--- src/dgs_pkg.sv ---
package dgs_pkg;

    localparam logic [3:0] GLYPH_MINUS = 4'd10;
    localparam logic [3:0] GLYPH_COMMA = 4'd11;
    localparam int GROUP_SIZE = 3;

    // Requests from the glyph sequencer to the conversion unit.
    typedef struct packed {
        logic load;
        logic shift_digit;
    } conv_ctrl_t;

    // What the conversion unit reports back.
    typedef struct packed {
        logic       done;
        logic       negative;
        logic [3:0] top_digit;
    } conv_stat_t;

endpackage

--- src/dgs_convert.sv ---
module dgs_convert #(
    parameter int VALUE_BITS = 32,
    parameter int NDIG       = 10
) (
    input  logic                   clk,
    input  logic                   rst_n,
    input  dgs_pkg::conv_ctrl_t    ctrl,
    input  logic [VALUE_BITS-1:0]  value,
    output dgs_pkg::conv_stat_t    stat
);

    localparam int CW = $clog2(VALUE_BITS);
    localparam int BW = 4 * NDIG;

    logic                  running_reg, running_next;
    logic                  done_reg, done_next;
    logic [CW-1:0]         cnt_reg, cnt_next;
    logic                  neg_reg;
    logic [VALUE_BITS-1:0] mag_reg;
    logic [BW-1:0]         bcd_reg;
    logic [BW-1:0]         bcd_adj;

    // One shift-and-add-3 step of the double dabble conversion per cycle.
    always_comb
    begin
        for (int d = 0; d < NDIG; d++)
        begin
            if (bcd_reg[4*d +: 4] >= 4'd5)
                bcd_adj[4*d +: 4] = bcd_reg[4*d +: 4] + 4'd3;
            else
                bcd_adj[4*d +: 4] = bcd_reg[4*d +: 4];
        end
    end

    always_comb
    begin
        running_next = running_reg;
        done_next    = 1'b0;
        cnt_next     = cnt_reg;
        if (ctrl.load)
        begin
            running_next = 1'b1;
            cnt_next     = CW'(VALUE_BITS - 1);
        end
        else if (running_reg)
        begin
            cnt_next = cnt_reg - CW'(1);
            if (cnt_reg == '0)
            begin
                running_next = 1'b0;
                done_next    = 1'b1;
            end
        end
    end

    always_ff @(posedge clk or negedge rst_n)
    begin
        if (!rst_n)
        begin
            running_reg <= 1'b0;
            done_reg    <= 1'b0;
            cnt_reg     <= '0;
        end
        else
        begin
            running_reg <= running_next;
            done_reg    <= done_next;
            cnt_reg     <= cnt_next;
        end
    end

    // The magnitude is taken as unsigned, so the most negative value converts exactly.
    always_ff @(posedge clk)
    begin
        if (ctrl.load)
        begin
            neg_reg <= value[VALUE_BITS-1];
            mag_reg <= value[VALUE_BITS-1] ? (~value + VALUE_BITS'(1)) : value;
            bcd_reg <= '0;
        end
        else if (running_reg)
        begin
            mag_reg <= {mag_reg[VALUE_BITS-2:0], 1'b0};
            bcd_reg <= {bcd_adj[BW-2:0], mag_reg[VALUE_BITS-1]};
        end
        else if (ctrl.shift_digit)
        begin
            bcd_reg <= {bcd_reg[BW-5:0], 4'd0};
        end
    end

    assign stat.done      = done_reg;
    assign stat.negative  = neg_reg;
    assign stat.top_digit = bcd_reg[BW-1 -: 4];

endmodule

--- src/dgs_emit.sv ---
module dgs_emit #(
    parameter int NDIG = 10
) (
    input  logic                 clk,
    input  logic                 rst_n,
    input  logic                 accept,
    input  logic                 comma_en,
    input  dgs_pkg::conv_stat_t  stat,
    output dgs_pkg::conv_ctrl_t  ctrl,
    output logic                 busy,
    output logic                 strobe,
    output logic [3:0]           glyph,
    output logic                 last
);

    localparam int PW = $clog2(NDIG);

    typedef enum logic [2:0] {
        S_IDLE,
        S_WAIT,
        S_SKIP,
        S_DIGIT,
        S_COMMA
    } state_t;

    state_t        state_reg, state_next;
    logic [PW-1:0] pos_reg, pos_next;
    logic [1:0]    grp_reg, grp_next;
    logic          strobe_reg, strobe_next;
    logic [3:0]    glyph_reg, glyph_next;
    logic          last_reg, last_next;
    logic [1:0]    grp_dec;

    // grp_reg tracks pos_reg modulo the group size.
    assign grp_dec = (grp_reg == 2'd0) ? 2'(dgs_pkg::GROUP_SIZE - 1) : grp_reg - 2'd1;

    always_comb
    begin
        state_next       = state_reg;
        pos_next         = pos_reg;
        grp_next         = grp_reg;
        strobe_next      = 1'b0;
        glyph_next       = glyph_reg;
        last_next        = 1'b0;
        ctrl.load        = 1'b0;
        ctrl.shift_digit = 1'b0;
        case (state_reg)
            S_IDLE:
            begin
                if (accept)
                begin
                    ctrl.load  = 1'b1;
                    state_next = S_WAIT;
                end
            end
            S_WAIT:
            begin
                if (stat.done)
                begin
                    pos_next   = PW'(NDIG - 1);
                    grp_next   = 2'((NDIG - 1) % dgs_pkg::GROUP_SIZE);
                    state_next = S_SKIP;
                end
            end
            S_SKIP:
            begin
                // Leading zeros are dropped, but the units digit always shows.
                if (stat.top_digit == 4'd0 && pos_reg != '0)
                begin
                    ctrl.shift_digit = 1'b1;
                    pos_next         = pos_reg - PW'(1);
                    grp_next         = grp_dec;
                end
                else
                begin
                    if (stat.negative)
                    begin
                        strobe_next = 1'b1;
                        glyph_next  = dgs_pkg::GLYPH_MINUS;
                    end
                    state_next = S_DIGIT;
                end
            end
            S_DIGIT:
            begin
                strobe_next = 1'b1;
                glyph_next  = stat.top_digit;
                if (pos_reg == '0)
                begin
                    last_next  = 1'b1;
                    state_next = S_IDLE;
                end
                else
                begin
                    ctrl.shift_digit = 1'b1;
                    pos_next         = pos_reg - PW'(1);
                    grp_next         = grp_dec;
                    if (comma_en && grp_reg == 2'd0)
                        state_next = S_COMMA;
                end
            end
            S_COMMA:
            begin
                strobe_next = 1'b1;
                glyph_next  = dgs_pkg::GLYPH_COMMA;
                state_next  = S_DIGIT;
            end
            default:
            begin
                state_next = S_IDLE;
            end
        endcase
    end

    always_ff @(posedge clk or negedge rst_n)
    begin
        if (!rst_n)
        begin
            state_reg  <= S_IDLE;
            pos_reg    <= '0;
            grp_reg    <= '0;
            strobe_reg <= 1'b0;
            glyph_reg  <= '0;
            last_reg   <= 1'b0;
        end
        else
        begin
            state_reg  <= state_next;
            pos_reg    <= pos_next;
            grp_reg    <= grp_next;
            strobe_reg <= strobe_next;
            glyph_reg  <= glyph_next;
            last_reg   <= last_next;
        end
    end

    assign busy   = (state_reg != S_IDLE);
    assign strobe = strobe_reg;
    assign glyph  = glyph_reg;
    assign last   = last_reg;

    a_last_ends_item: assert property (@(posedge clk) disable iff (!rst_n)
        strobe_reg && last_reg |=> !strobe_reg)
        else $error("glyph emitted right after the final glyph of an item");

    a_comma_then_digit: assert property (@(posedge clk) disable iff (!rst_n)
        strobe_reg && glyph_reg == dgs_pkg::GLYPH_COMMA |=>
            strobe_reg && !last_reg && glyph_reg <= 4'd9)
        else $error("comma not followed by a digit");

    a_idle_after_last: assert property (@(posedge clk) disable iff (!rst_n)
        $fell(busy) |-> strobe_reg && last_reg)
        else $error("sequencer went idle without a final glyph");

    a_comma_not_last: assert property (@(posedge clk) disable iff (!rst_n)
        strobe_reg && last_reg |-> glyph_reg <= 4'd9)
        else $error("final glyph of an item is not a digit");

endmodule

--- src/decimal_glyph_sequencer.sv ---
// After start is accepted, the conversion unit runs one double dabble step per cycle; the
// sequencer then skips leading zero digits and emits glyphs one per cycle, up to 14 of them
// at 32 bits (sign, ten digits and three commas).
// A new start is taken only while idle; busy stays high until the final glyph of an item.
// Results are strobed for exactly one cycle and cannot be held off by the receiver.
// Reset (rst_n low, asynchronous) returns the sequencer to idle and clears the comma enable.
module decimal_glyph_sequencer #(
    parameter int VALUE_BITS = 32
) (
    input  logic                  clk,
    input  logic                  rst_n,
    input  logic                  start,
    output logic                  busy,
    input  logic [VALUE_BITS-1:0] value,
    output logic                  strobe,
    output logic [3:0]            glyph,
    output logic                  last,
    input  logic                  cfg_valid,
    output logic                  cfg_ready,
    input  logic                  cfg_data
);

    // Decimal digits needed for the largest magnitude.
    localparam int NDIG = (VALUE_BITS * 30103) / 100000 + 1;

    logic                 comma_en_reg;
    logic                 accept;
    dgs_pkg::conv_ctrl_t  ctrl;
    dgs_pkg::conv_stat_t  stat;

    assign cfg_ready = 1'b1;
    assign accept    = start && !busy;

    always_ff @(posedge clk or negedge rst_n)
    begin
        if (!rst_n)
            comma_en_reg <= 1'b0;
        else if (cfg_valid && cfg_ready)
            comma_en_reg <= cfg_data;
    end

    dgs_convert #(
        .VALUE_BITS (VALUE_BITS),
        .NDIG       (NDIG)
    ) u_convert (
        .clk   (clk),
        .rst_n (rst_n),
        .ctrl  (ctrl),
        .value (value),
        .stat  (stat)
    );

    dgs_emit #(
        .NDIG (NDIG)
    ) u_emit (
        .clk      (clk),
        .rst_n    (rst_n),
        .accept   (accept),
        .comma_en (comma_en_reg),
        .stat     (stat),
        .ctrl     (ctrl),
        .busy     (busy),
        .strobe   (strobe),
        .glyph    (glyph),
        .last     (last)
    );

endmodule
--- config.mk ---
export PLATFORM = sky130hd
export DESIGN_NAME = decimal_glyph_sequencer
export DESIGN_NICKNAME = d
export VERILOG_FILES = /design/src/dgs_pkg.sv /design/src/dgs_convert.sv /design/src/dgs_emit.sv /design/src/decimal_glyph_sequencer.sv
export SDC_FILE = /design/constraint.sdc
export NUM_CORES = 1
export LEC_CHECK = 0
export BUFFER_PORTS_ARGS = -buffer_cell sky130_fd_sc_hd__buf_2
export CAP_MARGIN = 30
export CORE_MARGIN = 5
export CORE_UTILIZATION = 55
export CTS_BUF_LIST = sky130_fd_sc_hd__clkbuf_4 sky130_fd_sc_hd__clkbuf_8
export DETAILED_ROUTE_END_ITERATION = 8
export PLACE_DENSITY = 0.7
export SYNTH_ARGS = -nofsm -noshare
export SYNTH_HDL_FRONTEND = slang
export SYNTH_SLANG_ARGS = --single-unit
export TNS_END_PERCENT = 100
--- constraint.sdc ---
create_clock -name clk -period 2.9 [get_ports clk]
set_input_delay 0.435 -clock clk [delete_from_list [all_inputs] [get_ports clk]]
set_output_delay 0.435 -clock clk [all_outputs]
set_load 0.02 [all_outputs]
* Word-level counts from Yosys, hierarchy flattened
Index checks and enable logic that the tools add are counted.
Word-level totals: word-level logic and storage cells 119, output and inout port bits 8, input bits 37, register bits 96
Cells by class: eq/ne operators 11, reductions and logical operators 19, order comparisons 10, $add $sub $neg 14, muxes and demuxes 51, bitwise operators 1
Operators by type and width (count):
- $mux W32 | 3
- $mux W40 | 2
- $mux W4 | 14
- $ge A4 B3 Y1 const B | 10
- $add A4 B2 Y4 const B | 9
- $add A32 B1 Y32 const B | 1
- $not A32 Y32 | 1
- $pmux W4 S3 | 2
- $mux W3 | 6
- $pmux W3 S5 | 1
- $mux W1 | 14
- $mux W5 | 2
- $reduce_bool A3 Y1 | 3
- $logic_not A4 Y1 | 2
- $mux W2 | 4
- $reduce_and A4 Y1 | 2
- $eq A3 B2 Y1 const B | 2
- $ne A2 B1 Y1 const B | 3
- $ne A2 B2 Y1 const B | 3
- $pmux W2 S3 | 1
- $logic_not A5 Y1 | 1
- $sub A5 B1 Y5 const B | 1
- $pmux W1 S2 | 2
- $reduce_bool A2 Y1 | 2
- 13 further kinds | 15

* Longest topological paths before layout
Gate-level depths: netlist (run 1).
depth after elaboration 6, depth in mapped cells 9, depth with buffers taken out 7

* By module
A second synthesis (run 1) with hierarchy kept.
Unflattened totals: cell total of the unflattened synthesis 650, area total of the unflattened synthesis 5980.7 sq um
By module, submodules not included:
- dgs_convert | seq. area each 1966.9 sq um, cells an instance 549, instances 1, area an instance 5033.6 sq um
- dgs_emit | seq. area each 375.4 sq um, cells an instance 96, instances 1, area an instance 889.6 sq um
- decimal_glyph_sequencer | seq. area each 25.0 sq um, cells an instance 5, instances 1, area an instance 57.6 sq um

* Least setup slack after synthesis (run 1)
Ideal clock, no wire load.
path type reg2reg, from register u_convert.running_reg, to register u_convert.mag_reg[0], enable pin, path buffers 3, data required time 2.422 ns, arrival time 1.954 ns, stages on the path, launching flop included 6, slack 0.468 ns, library setup time 0.478 ns, clock period less this slack 2.432 ns, path through dfrtp_1 -> inv_1 -> clkbuf_1 -> clkbuf_1 -> clkbuf_1 -> nand2_1
Between the ends: word-level cells in the longest chain between the ends 1
RTL lines:
- from (decl) | line dgs_convert.sv:15 | logic running_reg, running_next;
- from (signal assigned) | line dgs_convert.sv:66 | running_reg <= running_next;
- $reduce_bool A2 Y1 (no source line)
- to (signal assigned) | line dgs_convert.sv:78 | mag_reg <= value[VALUE_BITS-1] ? (~value + VALUE_BITS'(1)) : value;
- to (signal assigned) | line dgs_convert.sv:83 | mag_reg <= {mag_reg[VALUE_BITS-2:0], 1'b0};
- to (decl) | line dgs_convert.sv:19 | logic [VALUE_BITS-1:0] mag_reg;
No other way between the ends. A chain may end at the register's enable or synchronous reset.

* Worst setup path after layout (run 1)
from register u_emit.pos_reg[0], to register u_convert.bcd_reg[8]
Between the ends: word-level cells in the longest chain between the ends 5, elaborated cells on any way between the ends 7, classes of those cells mux (3); reduce/logical (4)
RTL lines:
- from (decl) | line dgs_emit.sv:27 | logic [PW-1:0] pos_reg, pos_next;
- from (signal assigned) | line dgs_emit.sv:129 | pos_reg <= pos_next;
- $reduce_bool A4 Y1 | line dgs_emit.sv:68 | if (stat.top_digit == 4'd0 && pos_reg != '0)
- $logic_and A1 B1 Y1 | line dgs_emit.sv:68
- $mux W1 | line dgs_emit.sv:68
- $pmux W1 S2 * | line dgs_emit.sv:47 | case (state_reg)
- $reduce_bool A2 Y1 (no source line) *
- to (signal assigned) | line dgs_convert.sv:84 | bcd_reg <= {bcd_adj[BW-2:0], mag_reg[VALUE_BITS-1]};
- to (signal assigned) | line dgs_convert.sv:88 | bcd_reg <= {bcd_reg[BW-5:0], 4'd0};
- to (decl) | line dgs_convert.sv:20 | logic [BW-1:0] bcd_reg;
Every way passes the cells marked *; elsewhere a longest branch is shown, timed or not.

==> results of run 1 <==
-- cell families after synthesis --
logic type / Yosys count / synth area share, %
compound gates: 212 / 22.33
simple gates: 199 / 17.36
flops: 96 / 40.54
buf+inv: 81 / 5.442
xor+xnor: 44 / 6.600
fa+ha+maj: 26 / 5.571
mux: 11 / 2.100
other cells: 1 / 0.06422
-- synth_stat cells, drive strengths merged, types with 2 or more instances --
cell type and n:
dfxtp 40, nand4 3, o22a 2, o41ai 9, a31oi 10, nor2 55, o21ai 68, xnor2 14
buf 12, edfxtp 33, xor2 30, o32ai 8, and2 2, ha 26, o211ai 3, nor3b 3
nor3 18, and3b 9, nand3 12, a21o 2, dfrtp 23, nand2 66, inv 43, o31ai 8
nor2b 3, clkbuf 25, nand2b 12, or4 5, a21oi 62, a211oi 36, nor4 5, mux2 10
or3b 3
-- worst max-delay path: cells and delay by family (launching register included) --
family / cells / cell delay [ns]
and+or+nand+nor: 3 / 0.76
AOI/OAI and AO/OA: 2 / 0.44
DFF: 1 / 0.42
buffers and inverters: 3 / 0.51
adders and majority gates: 1 / 0.15
-- per-layer routing --
layer | track usage, % | share of wire [%]
met3 | 5.294 | 3.9
met5 | 0 | 0
met2 | 32.54 | 47
met1 | 25.50 | 48
met4 | 5.128 | 0.98
-- where the power goes --
group | internal, mW | switching (mW) | leakage [nW] | total (mW)
clock network | 0.486 | 0.493 | 0.106 | 0.979
registers | 2.14 | 0.499 | 0.989 | 2.64
logic | 1.30 | 1.71 | 1.54 | 3.01
-- path summary, 6_finish.rpt --
check	slack, ns	endpoint	from
max in group asynchronous	2.53	u_emit.strobe$_DFF_PN0_	rst_n
min in group clk	0.28	comma_en_reg$_DFFE_PN0P_	cfg_data
min reg2reg	0.49	u_emit.grp_reg[0]$_DFFE_PN0P_	u_emit.grp_reg[0]$_DFFE_PN0P_
max	0.49	u_convert.bcd_reg[8]$_SDFFE_PP0P_	u_emit.pos_reg[0]$_DFFE_PN0P_
min	0.01	comma_en_reg$_DFFE_PN0P_	rst_n
max reg2reg	0.49	u_convert.bcd_reg[8]$_SDFFE_PP0P_	u_emit.pos_reg[0]$_DFFE_PN0P_
-- final cells by class --
type / instances / share of cell area, %
clock buffers: 9 / 1.939
inverters: 44 / 2.585
clock inverters: 7 / 1.488
repair buffers: 54 / 4.857
well taps: 136 / 2.664
multi-input cells: 493 / 49.41
flip-flops and latches: 96 / 37.05
==> reports/metrics.yaml, run 1 <==
timing:
  rsz0062_at_grt: "no"
  hold-worst-slack_ns: 0.01160
  layout_setup_ws_ns: 0.4874
  finalMaxSlewViolations: 0
  fmax_ghz: 0.4145
  skew_ns: 0.01341
  setup-violations-final: 0
  fin_crit_ns: 2.413
  worst_pin_slew_ns: 0.5872
  hold_viol: 0
  relSlewSlack_pct: 60.85
  finalSetupTns_ns: 0
  finalCritPeriodShare_pct: 83.19
layout:
  area_growth_syn_to_layout_pct: 9.407
  regArea_sq_mm: 0.002367
  drive_gt1_share_pct: 13.23
  largest_register_ffs: 40
  final_common_cell: "o21ai_0"
  final_cells: 839
  design_area_sq_mm: 0.006389
  layout_common_cells: "66 x o21ai_0, 65 x nand2_1, 62 x a21oi_1"
  multi_input_area_sq_mm: 0.003157
  final_util_pct: 61.88
  layout.nets: 761
  fillers: 918
  diodes: 0
logic_synthesis:
  synthDistinctLibCells: 52
  ys_seq_area_share_pct: 40.54
  synth_edf_count: 33
  synthCells: 670
  synth_top_area_cell: "edfxtp_1"
  syn-num-nets: 733
  synth_area_sq_mm: 0.005839
  synth-seq-cells: 96
  synthArstFlopShare_pct: 23.96
  yosys-top-cells-area: "edfxtp_1 17%, dfxtp_1 14%, dfrtp_1 9.9%"
  ys_warn_count: 0
  post_synth.cell_area_avg_sq_um: 8.715
  synth_ff_type: "dfxtp_1"
  synth_top_area_share_pct: 16.97
critical_path:
  crit_type: "reg -> reg"
  slowest_delay_ns: 0.51
  worstSetupStartpointType: "flip-flop"
  critical_path_required_ns: 3.18
  arrival_ns: 2.70
  reg2regPathDepth: 9
  end_kind: "flip-flop"
  slowest_stage: "or3b_2"
  crit_chain: "inv_1 > ha_1 > or3b_2 > o211ai_1 > buf_12 > and2_1 > buf_4 > nor2_1 > a211oi_1"
  critPathMaxFanout: 49
power_and_ir_drop:
  ir_drop_v: 0.0005083
  p_per_area_mw_per_mm2: 1038
  power_mw: 6.629
  p_leak_nw: 2.633
clock_tree:
  cts_made_buffers: 9
  postCtsSetupBuffers: 0
  path_clk_slew_ns: 0.09
  h-tree-depth: 3
  cts_buffer_depth: 2
  cts_root_buffer: "clkbuf_8"
  cts.sinks: 96
  ctsHoldBuffers: 0
  clkLatencyLatePin_ns: 0.38
  tritoncts: "built"
  cts_resized: 0
global_routing:
  grt_overflow_total: 0
  grt_pass1_wl_microns: 20870
  grtUsageTotal_pct: 19.64
  antenna_found_initial: 0
  grt_max_degree: 59
  grt_pass1_vias: 4567
floorplan:
  dieHeight_microns: 113.0
  ios: 45
  rows: 37
  dieArea_sq_mm: 0.01278
  fp.dieW_microns: 113.0
  start_util_pct: 56.56
  coreArea_sq_mm: 0.01032
route:
  routedWlPerCell_microns: 14.23
  via_per_inst: 5.679
  drt_iter0_drc: 300
  first_pass_iters: 4
  routed_wl_microns: 11940
  num_vias: 4765
  drtAntennaViolNets: 0
  drc: 0
placement:
  dp_cells: 823
  place_ws_ns: 0.4629
  placed_area_sq_mm: 0.006170
  portBuffers: 43
  gp_congestion: 0.8261
  dpl.hpwl_microns: 8365
worst_hold_path:
  hp-class: "in -> async"
status:
  status: "finished clean"
run:
  maxCapViolCount: 0
(Power assumes the default switching activity.)
==> run 2, diff against run 1 <==
--- a/config.mk
+++ b/config.mk
@@ -11,7 +11,7 @@
 export CORE_UTILIZATION = 55
 export CTS_BUF_LIST = sky130_fd_sc_hd__clkbuf_4 sky130_fd_sc_hd__clkbuf_8
 export DETAILED_ROUTE_END_ITERATION = 8
-export PLACE_DENSITY = 0.7
+export PLACE_DENSITY = 0.73
 export SYNTH_ARGS = -nofsm -noshare
 export SYNTH_HDL_FRONTEND = slang
 export SYNTH_SLANG_ARGS = --single-unit
==> constraint.sdc (replaced) <==
create_clock -name clk -period 2.13 [get_ports clk]
set_input_delay 0.3195 -clock clk [delete_from_list [all_inputs] [get_ports clk]]
set_output_delay 0.3195 -clock clk [all_outputs]
set_load 0.02 [all_outputs]
==> run 2 against run 1 <==
Net effect:
- combinational power rose by 53%
- register-to-register slack got worse by 0.39 ns
- worst hold slack improved by 0.20 ns
- count of clock-buffer cells in the layout did not move
- sequential cell count did not move
- total power rose by 39%
- via count rose by 5.1%
- sequential power rose by 36%
- largest cell class unchanged
- largest power group unchanged
==> reports/metrics.yaml, run 2 (same netlist as run 1, synthesis figures left out) <==
status:
  status: "finished clean"  # unchanged
route:
  drt_iter0_drc: 263  # was 300
  drc: 0  # unchanged
  num_vias: 5006  # was 4765
  via_per_inst: 5.669  # was 5.679
  drtAntennaViolNets: 0  # unchanged
  routed_wl_microns: 12810  # was 11940 microns
  first_pass_iters: 5  # was 4
  routedWlPerCell_microns: 14.51  # was 14.23 microns
placement:
  portBuffers: 43  # unchanged
  dpl.hpwl_microns: 8971  # was 8365 microns
  placed_area_sq_mm: 0.006457  # was 0.006170 sq mm
  dp_cells: 856  # was 823
  gp_congestion: 0.9186  # was 0.8261
global_routing:
  grt_max_degree: 59  # unchanged
  grt_pass1_vias: 4883  # was 4567
  grtUsageTotal_pct: 19.77  # was 19.64%
  grt_pass1_wl_microns: 21400  # was 20870 microns
  antenna_found_initial: 0  # unchanged
  grt_overflow_total: 0  # unchanged
layout:
  fillers: 869  # was 918
  diodes: 0  # unchanged
  area_growth_syn_to_layout_pct: 16.13  # was 9.407%
  design_area_sq_mm: 0.006782  # was 0.006389 sq mm
  final_cells: 883  # was 839
  layout.nets: 805  # was 761
  largest_register_ffs: 40  # unchanged
  drive_gt1_share_pct: 19.28  # was 13.23%
  layout_common_cells: "65 x o21ai_0, 64 x nand2_1, 62 x a21oi_1"  # was 66 x o21ai_0, 65 x nand2_1, 62 x a21oi_1
  final_util_pct: 65.69  # was 61.88%
  final_common_cell: "o21ai_0"  # unchanged
timing:
  fmax_ghz: 0.4923  # was 0.4145 GHz
  fin_crit_ns: 2.031  # was 2.413 ns
  finalCritPeriodShare_pct: 95.37  # was 83.19%
  worst_pin_slew_ns: 0.5594  # was 0.5872 ns
  setup-violations-final: 0  # unchanged
  hold_viol: 0  # unchanged
  skew_ns: 0.01079  # was 0.01341 ns
  finalMaxSlewViolations: 0  # unchanged
  relSlewSlack_pct: 62.71  # was 60.85%
critical_path:
  crit_type: "reg -> reg"  # unchanged
  crit_start: "u_emit.pos_reg[1]$_DFFE_PN0P_"  # was u_emit.pos_reg[0]$_DFFE_PN0P_
  worstSetupStartpointType: "flip-flop"  # unchanged
  critical_path_required_ns: 2.37  # was 3.18 ns
  critPathMaxFanout: 8  # was 49
  reg2reg_from: "u_emit.pos_reg[1]$_DFFE_PN0P_"  # was u_emit.pos_reg[0]$_DFFE_PN0P_
  end_kind: "flip-flop"  # unchanged
  arrival_ns: 2.27  # was 2.70 ns
clock_tree:
  cts_root_buffer: "clkbuf_8"  # unchanged
  cts.sinks: 96  # unchanged
  h-tree-depth: 3  # unchanged
  path_clk_slew_ns: 0.09  # about the same
  tritoncts: "built"  # unchanged
  clkLatencyLatePin_ns: 0.35  # was 0.38 ns
  cts_made_buffers: 9  # unchanged
  cts_buffer_depth: 2  # unchanged
floorplan:
  fp.dieW_microns: 113.0  # unchanged
  dieArea_sq_mm: 0.01278  # unchanged
  rows: 37  # unchanged
  dieHeight_microns: 113.0  # unchanged
  start_util_pct: 56.56  # unchanged
  ios: 45  # unchanged
  coreArea_sq_mm: 0.01032  # unchanged
power_and_ir_drop:
  p_sw_share_pct: 41.09  # was 40.77%
  ir_drop_v: 0.0006262  # was 0.0005083 V
  p_per_area_mw_per_mm2: 1359  # was 1038 mW/mm^2
  internal_power_mw: 5.428  # was 3.926 mW
  p_seq_share_pct: 38.8  # was 39.8%
  p_clk_share_pct: 11.3  # was 14.8%
  switchingPower_mw: 3.785  # was 2.703 mW
  p_leak_nw: 2.865  # was 2.633 nW
  combinationalPowerShare_pct: 49.9  # was 45.4%
worst_hold_path:
  hp-class: "in -> reg"  # was in -> async
  worst_hold_startpoint: "cfg_data"
run:
  maxCapViolCount: 0  # unchanged
==> run 2: worst paths after layout <==
check / to / slack (ns) / cells past startpoint
min in group asynchronous: comma_en_reg$_DFFE_PN0P_ / 0.47 / 2
max in group asynchronous: u_emit.glyph[3]$_DFFE_PN0P_ / 1.32 / 2
worst max-delay path: u_emit.state_reg[1]$_DFFE_PN0P_ / 0.1 / 9
worst min-delay path: comma_en_reg$_DFFE_PN0P_ / 0.21 / 2
worst max register to register: u_emit.state_reg[1]$_DFFE_PN0P_ / 0.1 / 9
worst min register to register: u_emit.grp_reg[0]$_DFFE_PN0P_ / 0.49 / 2
==> run 2: worst max-delay path, cell delays in order, from the launching register on <==
cell and delay (ns):
dfrtp_1 0.40, inv_2 0.07, ha_4 0.12, or3b_4 0.37
o211ai_1 0.10, buf_4 0.17, buf_4 0.11, buf_4 0.14
a21oi_1 0.06, or3_1 0.37
==> run 2: power by group through the flow <==
stage          Clock (mW)  Sequential [mW]  Combinational [mW]
6_report             1.04             3.58                4.60
5_1_grt              1.14             3.68                5.23
3_5_place_dp            0             3.59                4.40
2_1_floorplan           0             3.43                3.30
4_1_cts              1.07             3.55                4.48
3_3_place_gp            0             3.54                4.16
==> run 2: cell type report <==
| type | instances | area (sq um) | area share (%) |
|---|---|---|---|
| multi-input cells | 493 | 3194 | 47.10 |
| flip-flops and latches | 96 | 2367 | 34.91 |
| repair buffers | 98 | 721.9 | 10.65 |
| well taps | 136 | 170.2 | 2.509 |
| inverters | 44 | 165.2 | 2.435 |
| clock buffers | 9 | 123.9 | 1.827 |
| clock inverters | 7 | 38.79 | 0.5720 |
==> run 2: repair_timing <==
item,4_1_cts,5_1_grt
pin swaps,2,5
hold buffers,1,0
hold endpoints to repair,23,0
buffers inserted,3,5
gates resized for setup,6,11
setup endpoints to repair,11,23
gates cloned,2,1
==> run 2: routing by layer <==
layer	part of all wire [%]	global-route usage, %	up-vias
li1	-	-	2534
met1	46	24.60	2362
met2	49	35.07	93
met3	3.5	2.353	17
met4	1.6	7.452	0
met5	0	0	-
==> run 2: metrics by stage <==
step           TNS [ns]  power, mW  hold WS [ns]  setup WS, ns
2_1_floorplan         0      6.739       0.02391      0.006526
3_3_place_gp   -0.02268      7.700        0.3112      -0.02268
3_5_place_dp    -0.1376      7.983        0.3230      -0.04019
4_1_cts               0      9.092        0.1913       0.07013
5_1_grt        -0.04021      10.06        0.1891     -0.009338
6_report              0      9.213        0.2085       0.09867
==> run 3, diff against run 2 <==
--- a/config.mk
+++ b/config.mk
@@ -11,7 +11,8 @@
 export CORE_UTILIZATION = 55
 export CTS_BUF_LIST = sky130_fd_sc_hd__clkbuf_4 sky130_fd_sc_hd__clkbuf_8
 export DETAILED_ROUTE_END_ITERATION = 8
-export PLACE_DENSITY = 0.73
+export PLACE_DENSITY = 0.87
+export RECOVER_POWER = 100
 export SYNTH_ARGS = -nofsm -noshare
 export SYNTH_HDL_FRONTEND = slang
 export SYNTH_SLANG_ARGS = --single-unit
==> run 3 against run 2 <==
Net effect:
- highest routed layer unchanged
- final area decreased by 0.70%
- via count grew 2.4%
- final cell count decreased by 0.57%
- critical endpoint is now u_convert.bcd_reg[14]$_SDFFE_PP0P_
- register-to-register slack hardly changed
- first-iteration DRC count is 39% higher
- wire length up 2.0%
- worst hold slack got worse by 0.031 ns
- critical path type unchanged
- die area unchanged
- sequential share of layout area grew 0.25 points
==> reports/metrics.yaml, run 3 (same netlist as run 1, synthesis figures left out) <==
status:
  status: "finished clean"  # unchanged
layout:
  layout.nets: 800  # was 805
  layout_common_cells: "66 x o21ai_0, 64 x nand2_1, 61 x a21oi_1"  # was 65 x o21ai_0, 64 x nand2_1, 62 x a21oi_1
  drive_gt1_share_pct: 17.39  # was 19.28%
  final_common_cell: "o21ai_0"  # unchanged
  regArea_sq_mm: 0.002367  # unchanged
  final_util_pct: 65.23  # was 65.69%
  diodes: 0  # unchanged
  largest_register_ffs: 40  # unchanged
  final_cells: 878  # was 883
  fillers: 815  # was 869
  multi_input_area_sq_mm: 0.003186  # was 0.003194 sq mm
  design_area_sq_mm: 0.006734  # was 0.006782 sq mm
  area_growth_syn_to_layout_pct: 15.32  # was 16.13%
floorplan:
  fp.dieW_microns: 113.0  # unchanged
  start_util_pct: 56.56  # unchanged
  dieHeight_microns: 113.0  # unchanged
  ios: 45  # unchanged
  dieArea_sq_mm: 0.01278  # unchanged
  coreArea_sq_mm: 0.01032  # unchanged
  rows: 37  # unchanged
global_routing:
  grt_pass1_vias: 4976  # was 4883
  grt_max_degree: 59  # unchanged
  antenna_found_initial: 0  # unchanged
  grtUsageTotal_pct: 21.02  # was 19.77%
  grt_pass1_wl_microns: 22480  # was 21400 microns
  grt_overflow_total: 0  # unchanged
clock_tree:
  cts_made_buffers: 9  # unchanged
  tritoncts: "built"  # unchanged
  clkLatencyLatePin_ns: 0.38  # was 0.35 ns
  cts.sinks: 96  # unchanged
  path_clk_slew_ns: 0.10  # was 0.09 ns
  cts_buffer_depth: 2  # unchanged
  h-tree-depth: 3  # unchanged
  cts_root_buffer: "clkbuf_8"  # unchanged
timing:
  fin_crit_ns: 2.037  # was 2.031 ns
  skew_ns: 0.01421  # was 0.01079 ns
  setup-violations-final: 0  # unchanged
  fmax_ghz: 0.4909  # was 0.4923 GHz
  finalMaxSlewViolations: 0  # unchanged
  rsz0062_at_grt: "yes"
  layout_setup_ws_ns: 0.09283  # was 0.09867 ns
  finalSetupTns_ns: 0  # unchanged
  hold-worst-slack_ns: 0.1778  # was 0.2085 ns
  hold_viol: 0  # unchanged
  worst_pin_slew_ns: 1.322  # was 0.5594 ns
  finalCritPeriodShare_pct: 95.64  # was 95.37%
  relSlewSlack_pct: 11.84  # was 62.71%
power_and_ir_drop:
  p_sw_share_pct: 41.67  # was 41.09%
  switchingPower_mw: 3.881  # was 3.785 mW
  power_mw: 9.314  # was 9.213 mW
  combinationalPowerShare_pct: 48.8  # was 49.9%
  ir_drop_v: 0.0006785  # was 0.0006262 V
  p_seq_share_pct: 38.6  # was 38.8%
  p_leak_nw: 2.815  # was 2.865 nW
  internal_power_mw: 5.433  # was 5.428 mW
  p_per_area_mw_per_mm2: 1383  # was 1359 mW/mm^2
  p_clk_share_pct: 12.6  # was 11.3%
critical_path:
  worstSetupStartpointType: "flip-flop"  # unchanged
  end_kind: "flip-flop"  # unchanged
  critPathMaxFanout: 8  # unchanged
  critical_path_required_ns: 2.39  # was 2.37 ns
  crit_type: "reg -> reg"  # unchanged
  arrival_ns: 2.30  # was 2.27 ns
placement:
  gp_congestion: 0.9271  # was 0.9186
  place_ws_ns: -0.1132  # was -0.04019 ns
  dp_cells: 856  # unchanged
  dpl.hpwl_microns: 9143  # was 8971 microns
  placed_area_sq_mm: 0.006432  # was 0.006457 sq mm
  portBuffers: 43  # unchanged
route:
  via_per_inst: 5.837  # was 5.669
  drtAntennaViolNets: 0  # unchanged
  routedWlPerCell_microns: 14.88  # was 14.51 microns
  drt_iter0_drc: 366  # was 263
  drc: 0  # unchanged
  num_vias: 5125  # was 5006
  routed_wl_microns: 13070  # was 12810 microns
  first_pass_iters: 5  # unchanged
worst_hold_path:
  hp-class: "in -> reg"  # unchanged
run:
  maxCapViolCount: 0  # unchanged
==> run 3: cell types whose count changed in the layout (fill, tap and decap cells not counted), sizes merged <==
cell and change:
buf -12, clkbuf +10, clkinv -4, inv +2, clkinvlp -1
==> run 3: critical path: stages, from the launching register on <==
cell,delay [ns]
dfrtp_1,0.40
inv_1,0.06
ha_1,0.16
or3b_4,0.38
o211ai_1,0.09
buf_4,0.20
buf_8,0.14
mux2_2,0.33
nor2_1,0.10
a211oi_1,0.06
==> run 3: path summary, 6_finish.rpt <==
| check | start | endpoint | slack, ns | cells after the start |
|---|---|---|---|---|
| min in group asynchronous | rst_n | u_emit.pos_reg[1]$_DFFE_PN0P_ | 0.69 | 2 |
| worst min register to register | u_emit.grp_reg[0]$_DFFE_PN0P_ | u_emit.grp_reg[0]$_DFFE_PN0P_ | 0.50 | 2 |
| worst max register to register | u_emit.pos_reg[1]$_DFFE_PN0P_ | u_convert.bcd_reg[14]$_SDFFE_PP0P_ | 0.09 | 9 |
| worst max-delay path | u_emit.pos_reg[1]$_DFFE_PN0P_ | u_convert.bcd_reg[14]$_SDFFE_PP0P_ | 0.09 | 9 |
| worst min-delay path | cfg_data | comma_en_reg$_DFFE_PN0P_ | 0.18 | 2 |
| max in group asynchronous | rst_n | u_emit.pos_reg[3]$_DFFE_PN0P_ | 0.74 | 2 |
==> run 3: timing repair <==
item                                    in CTS  in global routing
hold buffers                                 1                  0
endpoints found under the setup margin      24                 40
setup buffers                                1                  3
hold endpoints to repair                    23                  0
resized for setup                            2                 12
pin swaps                                    0                  1
cloned                                       0                  1
==> run 3: metal layers <==
layer | share of wire (%) | global-route usage, % | wire length [microns]
met2 | 49 | 34.91 | 6406
met1 | 43 | 26.69 | 5684
met3 | 5.1 | 4.385 | 667
met5 | 0 | 0 | 0
met4 | 2.4 | 8.734 | 309
==> run 3: cell type report <==
cell class | instances | area share (%)
well taps | 136 | 2.527
multi-input cells | 493 | 47.31
repair buffers | 93 | 9.736
clock inverters | 4 | 0.3716
flip-flops and latches | 96 | 35.15
inverters | 44 | 2.453
clock buffers | 12 | 2.453
==> run 3: power by group through the flow <==
stage                     sequential (mW)  clock [mW]  combinational [mW]
after floorplan                      3.43           0                3.30
after CTS                            3.57        1.19                4.43
after global routing                 3.70        1.27                5.13
final                                3.60        1.17                4.54
after global placement               3.53           0                4.10
after detailed placement             3.60           0                4.38
